**src/hdl/l11enc_pkg.sv**
```systemverilog
package l11enc_pkg;

  // Item field widths.
  localparam int unsigned VALUE_W = 20;
  localparam int unsigned MAG_W   = 20;
  localparam int unsigned DIV_W   = 16;
  localparam int unsigned WORD_W  = 16;

  // Fixed-point scaling of the quotient.
  localparam int unsigned FRAC_BITS = 12;
  localparam int unsigned NUM_W     = MAG_W + FRAC_BITS;

  // Divider pipeline shape: quotient bits retired per stage and stage count.
  localparam int unsigned DIV_STEPS  = 4;
  localparam int unsigned DIV_STAGES = NUM_W / DIV_STEPS;

  // Normalization limits and range.
  localparam int unsigned CMP_W      = 48;
  localparam int unsigned EXP_MAX    = 15;
  localparam logic [CMP_W-1:0] HIGH_LIMIT = 48'd4190208;  // 1023 << 12
  localparam logic [CMP_W-1:0] LOW_LIMIT  = 48'd2093056;  // 511 << 12

  // Fixed result words.
  localparam logic [WORD_W-1:0] WORD_ZERO      = 16'h0000;
  localparam logic [WORD_W-1:0] WORD_SATURATED = 16'h7BFF;
  localparam logic [DIV_W-1:0]  DIV_ALL_ONES   = 16'hFFFF;

  // Per-item control that travels alongside the arithmetic payload.
  typedef struct packed {
    logic valid;
    logic neg;
    logic zero;
    logic sat;
  } l11_side_t;

  // Halving k times (rounding up) still leaves the value at or above the
  // high limit exactly when the value exceeds (HIGH_LIMIT - 1) << k.
  function automatic logic [CMP_W-1:0] up_limit(input int unsigned k);
    logic [CMP_W-1:0] base;
    base = HIGH_LIMIT - 48'd1;
    return base << k;
  endfunction

  // Doubling k times still leaves the value below the low limit exactly
  // when the value is below ceil(LOW_LIMIT / 2^k).
  function automatic logic [CMP_W-1:0] down_limit(input int unsigned k);
    logic [CMP_W-1:0] bias;
    bias = (48'd1 << k) - 48'd1;
    return (LOW_LIMIT + bias) >> k;
  endfunction

endpackage

```
**src/hdl/l11enc_div_stage.sv**
```systemverilog
module l11enc_div_stage (
  input  logic                               clk,
  input  logic                               rst_n,
  input  logic                               adv,
  input  logic [l11enc_pkg::DIV_W-1:0]       divisor,
  input  l11enc_pkg::l11_side_t              side_i,
  input  logic [l11enc_pkg::DIV_W-1:0]       rem_i,
  input  logic [l11enc_pkg::NUM_W-1:0]       num_i,
  input  logic [l11enc_pkg::NUM_W-1:0]       quot_i,
  output l11enc_pkg::l11_side_t              side_o,
  output logic [l11enc_pkg::DIV_W-1:0]       rem_o,
  output logic [l11enc_pkg::NUM_W-1:0]       num_o,
  output logic [l11enc_pkg::NUM_W-1:0]       quot_o
);

  l11enc_pkg::l11_side_t               side_r;
  logic [l11enc_pkg::DIV_W-1:0]        rem_r, rem_nxt;
  logic [l11enc_pkg::NUM_W-1:0]        num_r, num_nxt;
  logic [l11enc_pkg::NUM_W-1:0]        quot_r, quot_nxt;

  // Restoring division: each step brings down one numerator bit and
  // retires one quotient bit.
  always_comb begin
    logic [l11enc_pkg::DIV_W:0] trial;
    logic                       qbit;
    rem_nxt  = rem_i;
    num_nxt  = num_i;
    quot_nxt = quot_i;
    for (int s = 0; s < int'(l11enc_pkg::DIV_STEPS); s++) begin
      trial = {rem_nxt, num_nxt[l11enc_pkg::NUM_W-1]};
      qbit  = (trial >= {1'b0, divisor});
      if (qbit) begin
        rem_nxt = l11enc_pkg::DIV_W'(trial - {1'b0, divisor});
      end else begin
        rem_nxt = trial[l11enc_pkg::DIV_W-1:0];
      end
      num_nxt  = {num_nxt[l11enc_pkg::NUM_W-2:0], 1'b0};
      quot_nxt = {quot_nxt[l11enc_pkg::NUM_W-2:0], qbit};
    end
  end

  // Control bits are reset; the arithmetic payload is not.
  always_ff @(posedge clk) begin
    if (!rst_n) begin
      side_r <= '0;
    end else if (adv) begin
      side_r <= side_i;
    end
  end

  always_ff @(posedge clk) begin
    if (adv) begin
      rem_r  <= rem_nxt;
      num_r  <= num_nxt;
      quot_r <= quot_nxt;
    end
  end

  assign side_o = side_r;
  assign rem_o  = rem_r;
  assign num_o  = num_r;
  assign quot_o = quot_r;

endmodule

```
**src/hdl/l11enc_norm.sv**
```systemverilog
module l11enc_norm (
  input  logic                               clk,
  input  logic                               rst_n,
  input  logic                               adv,
  input  l11enc_pkg::l11_side_t              side_i,
  input  logic [l11enc_pkg::NUM_W-1:0]       quot_i,
  output l11enc_pkg::l11_side_t              side_o,
  output logic [l11enc_pkg::WORD_W-1:0]      word_o
);

  localparam int unsigned SH_W = $clog2(l11enc_pkg::EXP_MAX + 1);

  l11enc_pkg::l11_side_t               side1_r;
  logic [l11enc_pkg::NUM_W-1:0]        val1_r;
  logic [SH_W-1:0]                     up1_r, up_nxt;
  logic [SH_W-1:0]                     dn1_r, dn_nxt;

  l11enc_pkg::l11_side_t               side2_r;
  logic [l11enc_pkg::WORD_W-1:0]       word2_r, word_nxt;

  // First stage: count how many halvings or doublings the value needs.
  // Both flag rows are thermometer codes, so their population counts are
  // the shift amounts.
  always_comb begin
    logic [l11enc_pkg::EXP_MAX-1:0] up_flags;
    logic [l11enc_pkg::EXP_MAX-1:0] dn_flags;
    logic [l11enc_pkg::CMP_W-1:0]   vwide;
    vwide = l11enc_pkg::CMP_W'(quot_i);
    for (int k = 0; k < int'(l11enc_pkg::EXP_MAX); k++) begin
      up_flags[k] = (vwide > l11enc_pkg::up_limit(k));
      dn_flags[k] = (vwide < l11enc_pkg::down_limit(k));
    end
    up_nxt = SH_W'($countones(up_flags));
    dn_nxt = SH_W'($countones(dn_flags));
  end

  // Second stage: apply the shift, take the mantissa and pack the word.
  always_comb begin
    logic [l11enc_pkg::NUM_W:0]      rounded;
    logic [l11enc_pkg::CMP_W-1:0]    scaled;
    logic [9:0]                      mag;
    logic [10:0]                     mant;
    logic [4:0]                      expo;
    rounded = ({1'b0, val1_r} + ((33'd1 << up1_r) - 33'd1)) >> up1_r;
    scaled  = l11enc_pkg::CMP_W'(val1_r) << dn1_r;
    if (up1_r != '0) begin
      mag = rounded[l11enc_pkg::FRAC_BITS +: 10];
    end else begin
      mag = scaled[l11enc_pkg::FRAC_BITS +: 10];
    end
    if (side1_r.neg) begin
      mant = 11'(11'd0 - {1'b0, mag});
    end else begin
      mant = {1'b0, mag};
    end
    expo = 5'({1'b0, up1_r} - {1'b0, dn1_r});
    priority if (side1_r.zero) begin
      word_nxt = l11enc_pkg::WORD_ZERO;
    end else if (side1_r.sat) begin
      word_nxt = l11enc_pkg::WORD_SATURATED;
    end else begin
      word_nxt = {expo, mant};
    end
  end

  always_ff @(posedge clk) begin
    if (!rst_n) begin
      side1_r <= '0;
      side2_r <= '0;
    end else if (adv) begin
      side1_r <= side_i;
      side2_r <= side1_r;
    end
  end

  always_ff @(posedge clk) begin
    if (adv) begin
      val1_r  <= quot_i;
      up1_r   <= up_nxt;
      dn1_r   <= dn_nxt;
      word2_r <= word_nxt;
    end
  end

  assign side_o = side2_r;
  assign word_o = word2_r;

endmodule

```
**src/hdl/scaled_int_to_pmbus_linear11_unit.sv**
```systemverilog
// Scaled integer to PMBus LINEAR11 encoder.
//
// Input channel: in_valid / in_stall with in_value, a signed quantity in units
// of 1/k. Result channel: out_valid / out_stall with out_linear_word, the
// 16-bit LINEAR11 word (5-bit exponent over 11-bit mantissa). A transfer takes
// place on a clock edge where valid is high and stall is low.
// The divisor k is written through cfg_wr_en / cfg_wr_data; write it only
// while no item is in flight.
//
// The input transfer edge loads the entry stage; eight divider stages retiring
// four quotient bits each and two normalization stages follow, the last of
// which is the output register. Throughput is one item per clock while the
// receiver does not stall. When out_stall holds a valid result, the whole
// pipeline freezes and in_stall rises in the same cycle; nothing is dropped
// or repeated. Reset (rst_n low, synchronous) empties the pipeline and sets
// k to 1.
module scaled_int_to_pmbus_linear11_unit (
  input  logic                                clk,
  input  logic                                rst_n,
  input  logic                                in_valid,
  output logic                                in_stall,
  input  logic signed [l11enc_pkg::VALUE_W-1:0] in_value,
  output logic                                out_valid,
  input  logic                                out_stall,
  output logic [l11enc_pkg::WORD_W-1:0]       out_linear_word,
  input  logic                                cfg_wr_en,
  input  logic [l11enc_pkg::DIV_W-1:0]        cfg_wr_data
);

  localparam int unsigned NST = l11enc_pkg::DIV_STAGES;

  logic                                 adv;
  logic [l11enc_pkg::DIV_W-1:0]         divisor_r;

  l11enc_pkg::l11_side_t                side_c [NST+1];
  logic [l11enc_pkg::DIV_W-1:0]         rem_c  [NST+1];
  logic [l11enc_pkg::NUM_W-1:0]         num_c  [NST+1];
  logic [l11enc_pkg::NUM_W-1:0]         quot_c [NST+1];

  l11enc_pkg::l11_side_t                ent_side_r, ent_side_nxt;
  logic [l11enc_pkg::NUM_W-1:0]         ent_num_r, ent_num_nxt;

  l11enc_pkg::l11_side_t                fin_side;

  // The pipeline moves unless a finished result is held by the receiver.
  assign adv      = !(fin_side.valid && out_stall);
  assign in_stall = !adv;

  // Divisor register.
  always_ff @(posedge clk) begin
    if (!rst_n) begin
      divisor_r <= l11enc_pkg::DIV_W'(1);
    end else if (cfg_wr_en) begin
      divisor_r <= cfg_wr_data;
    end
  end

  // Entry stage: sign, magnitude and the special-case flags.
  always_comb begin
    logic [l11enc_pkg::MAG_W-1:0] mag;
    if (in_value[l11enc_pkg::VALUE_W-1]) begin
      mag = l11enc_pkg::MAG_W'(-in_value);
    end else begin
      mag = l11enc_pkg::MAG_W'(in_value);
    end
    ent_side_nxt.valid = in_valid;
    ent_side_nxt.neg   = in_value[l11enc_pkg::VALUE_W-1];
    ent_side_nxt.zero  = (in_value == '0);
    ent_side_nxt.sat   = (divisor_r == '0) || (divisor_r == l11enc_pkg::DIV_ALL_ONES);
    ent_num_nxt        = {mag, {l11enc_pkg::FRAC_BITS{1'b0}}};
  end

  always_ff @(posedge clk) begin
    if (!rst_n) begin
      ent_side_r <= '0;
    end else if (adv) begin
      ent_side_r <= ent_side_nxt;
    end
  end

  always_ff @(posedge clk) begin
    if (adv) begin
      ent_num_r <= ent_num_nxt;
    end
  end

  assign side_c[0] = ent_side_r;
  assign rem_c[0]  = '0;
  assign num_c[0]  = ent_num_r;
  assign quot_c[0] = '0;

  // Divider chain.
  for (genvar g = 0; g < NST; g++) begin : g_div
    l11enc_div_stage u_stage (
      .clk     (clk),
      .rst_n   (rst_n),
      .adv     (adv),
      .divisor (divisor_r),
      .side_i  (side_c[g]),
      .rem_i   (rem_c[g]),
      .num_i   (num_c[g]),
      .quot_i  (quot_c[g]),
      .side_o  (side_c[g+1]),
      .rem_o   (rem_c[g+1]),
      .num_o   (num_c[g+1]),
      .quot_o  (quot_c[g+1])
    );
  end

  // Normalization and packing; its last register drives the result channel.
  l11enc_norm u_norm (
    .clk    (clk),
    .rst_n  (rst_n),
    .adv    (adv),
    .side_i (side_c[NST]),
    .quot_i (quot_c[NST]),
    .side_o (fin_side),
    .word_o (out_linear_word)
  );

  assign out_valid = fin_side.valid;

  // The exponent never reaches -16: normalization stops at -15.
  a_exp_range: assert property (@(posedge clk) disable iff (!rst_n)
    out_valid |-> (out_linear_word[15:11] != 5'b10000))
    else $error("exponent field out of range");

  // An item in the entry stage reaches the first divider stage on advance.
  a_entry_moves: assert property (@(posedge clk) disable iff (!rst_n)
    adv |=> (side_c[1].valid == $past(ent_side_r.valid)))
    else $error("entry stage valid lost on advance");

  // A frozen pipeline keeps its entry stage.
  a_entry_holds: assert property (@(posedge clk) disable iff (!rst_n)
    !adv |=> $stable(ent_side_r.valid))
    else $error("entry stage changed while frozen");

endmodule
```
**config.mk**
```make
export PLATFORM = sky130hd
export DESIGN_NAME = scaled_int_to_pmbus_linear11_unit
export DESIGN_NICKNAME = d
export VERILOG_FILES = /design/src/hdl/l11enc_pkg.sv /design/src/hdl/l11enc_div_stage.sv /design/src/hdl/l11enc_norm.sv /design/src/hdl/scaled_int_to_pmbus_linear11_unit.sv
export SDC_FILE = /design/constraint.sdc
export NUM_CORES = 2
export LEC_CHECK = 0
export ABC_AREA = 1
export ABC_CLOCK_PERIOD_IN_PS = 14100
export BUFFER_PORTS_ARGS = -buffer_cell sky130_fd_sc_hd__buf_2
export CORE_ASPECT_RATIO = 1.2
export CORE_MARGIN = 2
export CORE_UTILIZATION = 40
export DETAILED_ROUTE_END_ITERATION = 16
export PLACE_DENSITY = 0.58
export SYNTH_ARGS = -nofsm -noshare
export SYNTH_HDL_FRONTEND = slang
export SYNTH_SLANG_ARGS = --single-unit
```
**constraint.sdc**
```tcl
create_clock -name clk -period 14.1 [get_ports clk]
set_clock_uncertainty 0.2 [all_clocks]
set_input_delay 2.82 -clock clk [delete_from_list [all_inputs] [get_ports clk]]
set_output_delay 2.82 -clock clk [all_outputs]
set_load 0.01 [all_outputs]
```
==> results.json <==
{
  "grt-ovfl-total": 0,
  "port_buffers": 58,
  "ant_nets": 0,
  "drt_first_pass_iters": 5,
  "slew_headroom_pct": 32.6,
  "grt_max_degree": 126,
  "crit_required_ps": 14260,
  "synth_enable_flop_cells": 372,
  "rsz0062_at_grt": "false",
  "grt_pass1_vias": 40600,
  "num_rows": 135,
  "cts_hold_buf": 0,
  "vias": 42000,
  "synth-seq-area-share_pct": 27.0,
  "clkLatencyLatePin_ps": 660,
  "status": "finished clean",
  "setup.worst_path.class": "reg -> reg",
  "place.detailed.hpwl_um": 112000,
  "clockBufferDepth": 3,
  "drt-total-wl_um": 142000,
  "worstSetupEndpointType": "register",
  "top_usage_layer": "met2",
  "fin_crit_sh_pct": 83.7,
  "core_area_um2": 113000,
  "viasPerCell": 5.41,
  "area_delta_synth_final_pct": 7.58,
  "fmax_mhz": 84.8,
  "crit_path_top_delay_cell": "nand2_1",
  "cts_tree": "built",
  "crit_path_start": "divisor_r[9]",
  "final_max_slew_viol_count": 0,
  "grt_pass1_wl_um": 222000,
  "dp.cells": 7671,
  "antenna_found_initial": 3,
  "dieArea_um2": 117000,
  "crit_end": "g_div[1].u_stage.rem_o[15]",
  "dieWidth_um": 312,
  "io_pins": 59,
  "gp_congestion": 0.922,
  "async_flop_share_pct": 0,
  "synth_fp_nets": 6829,
  "grt.met2_usage_pct": 43.4,
  "synth_largest_area_cell": "edfxtp_1",
  "post-cts-setup-buffers": 0,
  "drive_above_1_share_pct": 5.40,
  "post_drt_wl_per_cell_um": 18.3,
  "synth_top_area_share_pct": 24.5,
  "cts_resized": 0,
  "htreeDepth": 2,
  "drc": 0,
  "synth_seq_cells": 429,
  "synthFlopType": "edfxtp_1",
  "grt_usage_pct": 23.9,
  "hold_viol_final": 0,
  "synth_area_per_cell_um2": 7.36,
  "nNetsFinal": 6854,
  "cts_buffers": 50,
  "worst_ep_arrival_time_ps": 11960,
  "reg2reg_to": "g_div[1].u_stage.rem_o[15]",
  "synthTopCellsByArea": "edfxtp_1 25%, ha_1 15%, nand2_1 12%, a21oi_1 6.1%, inv_1 5.5%",
  "worst_pin_slew_ps": 1010,
  "num-fill-cells": 11600,
  "crit_path_max_fanout": 31,
  "reg2reg_slack_ps": 2300,
  "setup_violations": 0,
  "crit_top_cell": "nand2_1",
  "synth_cells": 6191,
  "clkSinkCount": 429,
  "initial_core_util_pct": 40.3,
  "critPathLaunchType": "register",
  "diodes": 0,
  "final_common_cell": "nand2_1",
  "root_buffer": "clkbuf_16",
  "worstReg2RegStart": "divisor_r[9]",
  "critPathMaxStageDelay_ps": 750,
  "path_clk_slew_ps": 60,
  "synth_area_um2": 45600,
  "ys_types": 74,
  "instances_no_fill": 7761,
  "met3_usage_pct": 2.30,
  "reg2regPathDepth": 56,
  "use_met1_pct": 29.0,
  "yosys_warnings": 0,
  "min_path_type": "reg -> reg",
  "maxCapViolations": 0,
  "die_height_um": 374,
  "mostFrequentLayoutCells": "1512 x nand2_1, 655 x inv_1, 558 x ha_1",
  "drtIter0Drc": 2924,
  "period_minus_slack_ps": 11800,
  "tns_ps": 0
}
worst min-delay path by stage:
stage,startpoint,endpoint,slack (ps),cells past startpoint
global placement,ent_num_r[19],g_div[0].u_stage.num_o[23],200,0
finish,g_div[1].u_stage.quot_o[2],g_div[2].u_stage.quot_o[6],200,0
floorplan,ent_num_r[12],g_div[0].u_stage.num_o[16],200,0
CTS,g_div[1].u_stage.quot_o[2],g_div[2].u_stage.quot_o[6],200,0
detailed placement,ent_num_r[17],g_div[0].u_stage.num_o[21],200,0
global route,g_div[1].u_stage.quot_o[2],g_div[2].u_stage.quot_o[6],200,0
cells in the mapped netlist, types with 68 or more instances:
cell / n
a21oi_1: 552
edfxtp_1: 372
ha_1: 558
inv_1: 669
nand2_1: 1513
nand3_1: 376
nor2_1: 423
nor3_1: 68
o21ai_0: 426
o21ai_1: 78
xnor2_1: 181
xor2_1: 236
stage by stage:
step                      instance area [µm²]  util (%)  setup slack, ps  hold slack, ps
after floorplan                         45600         -             3570             200
after global placement                  47400      42.0             2540             201
after detailed placement                47400      42.0             2440             205
after CTS                               49000      43.4             2390             198
after global routing                    49000      43.4             1110             202
final                                   49000      43.4             2300             200
metal layers:
metal,part of all wire [%],wire (µm)
met5,0.013,18
met2,50,71000
met1,42,59700
met3,4.1,5890
met4,4.0,5640
state kept, by name (all words and copies together), names as in the netlist:
register	flops
u_norm.dn1_r	4
u_norm.side1_r	4
divisor_r	16
ent_num_r	20
g_div.u_stage.num_o	40
ent_side_r	4
u_norm.side_o	1
u_norm.up1_r	4
g_div.u_stage.side_o	32
u_norm.val1_r	32
g_div.u_stage.quot_o	144
u_norm.word_o	16
g_div.u_stage.rem_o	112
layout make-up:
class | count | area [µm²] | share of cell area, %
clock inverters | 30 | 307 | 0.625
repair buffers | 101 | 638 | 1.30
flip-flops and latches | 429 | 12300 | 25.1
inverters | 692 | 2610 | 5.31
multi-input cells | 4942 | 30000 | 61.1
clock buffers | 60 | 1310 | 2.67
well taps | 1507 | 1890 | 3.84
critical path: cells and delay by family, from the launching register on:
| kind | cells | cell delay, ps |
|---|---|---|
| compound gates | 21 | 3540 |
| fa+ha+maj | 4 | 1320 |
| buf+inv | 5 | 1450 |
| flops | 1 | 340 |
| mux | 1 | 440 |
| simple gates | 25 | 4160 |
kinds of logic (layout without fill, tap and decap cells):
kind of cell / after synthesis / in the layout / share of synthesized area [%]
adder cells (fa/ha/maj): 597 / 597 / 17.0
buffers and inverters: 820 / 883 / 7.23
flip-flops: 429 / 429 / 27.0
AO/OA/AOI/OAI: 1316 / 1316 / 16.2
XOR/XNOR: 417 / 417 / 8.01
multiplexers: 8 / 8 / 0.181
AND/OR/NAND/NOR: 2604 / 2604 / 24.3
Power is left out: the tool's default activity adds up to more than one toggle a clock period on the data nets, which glitch-free logic cannot reach.
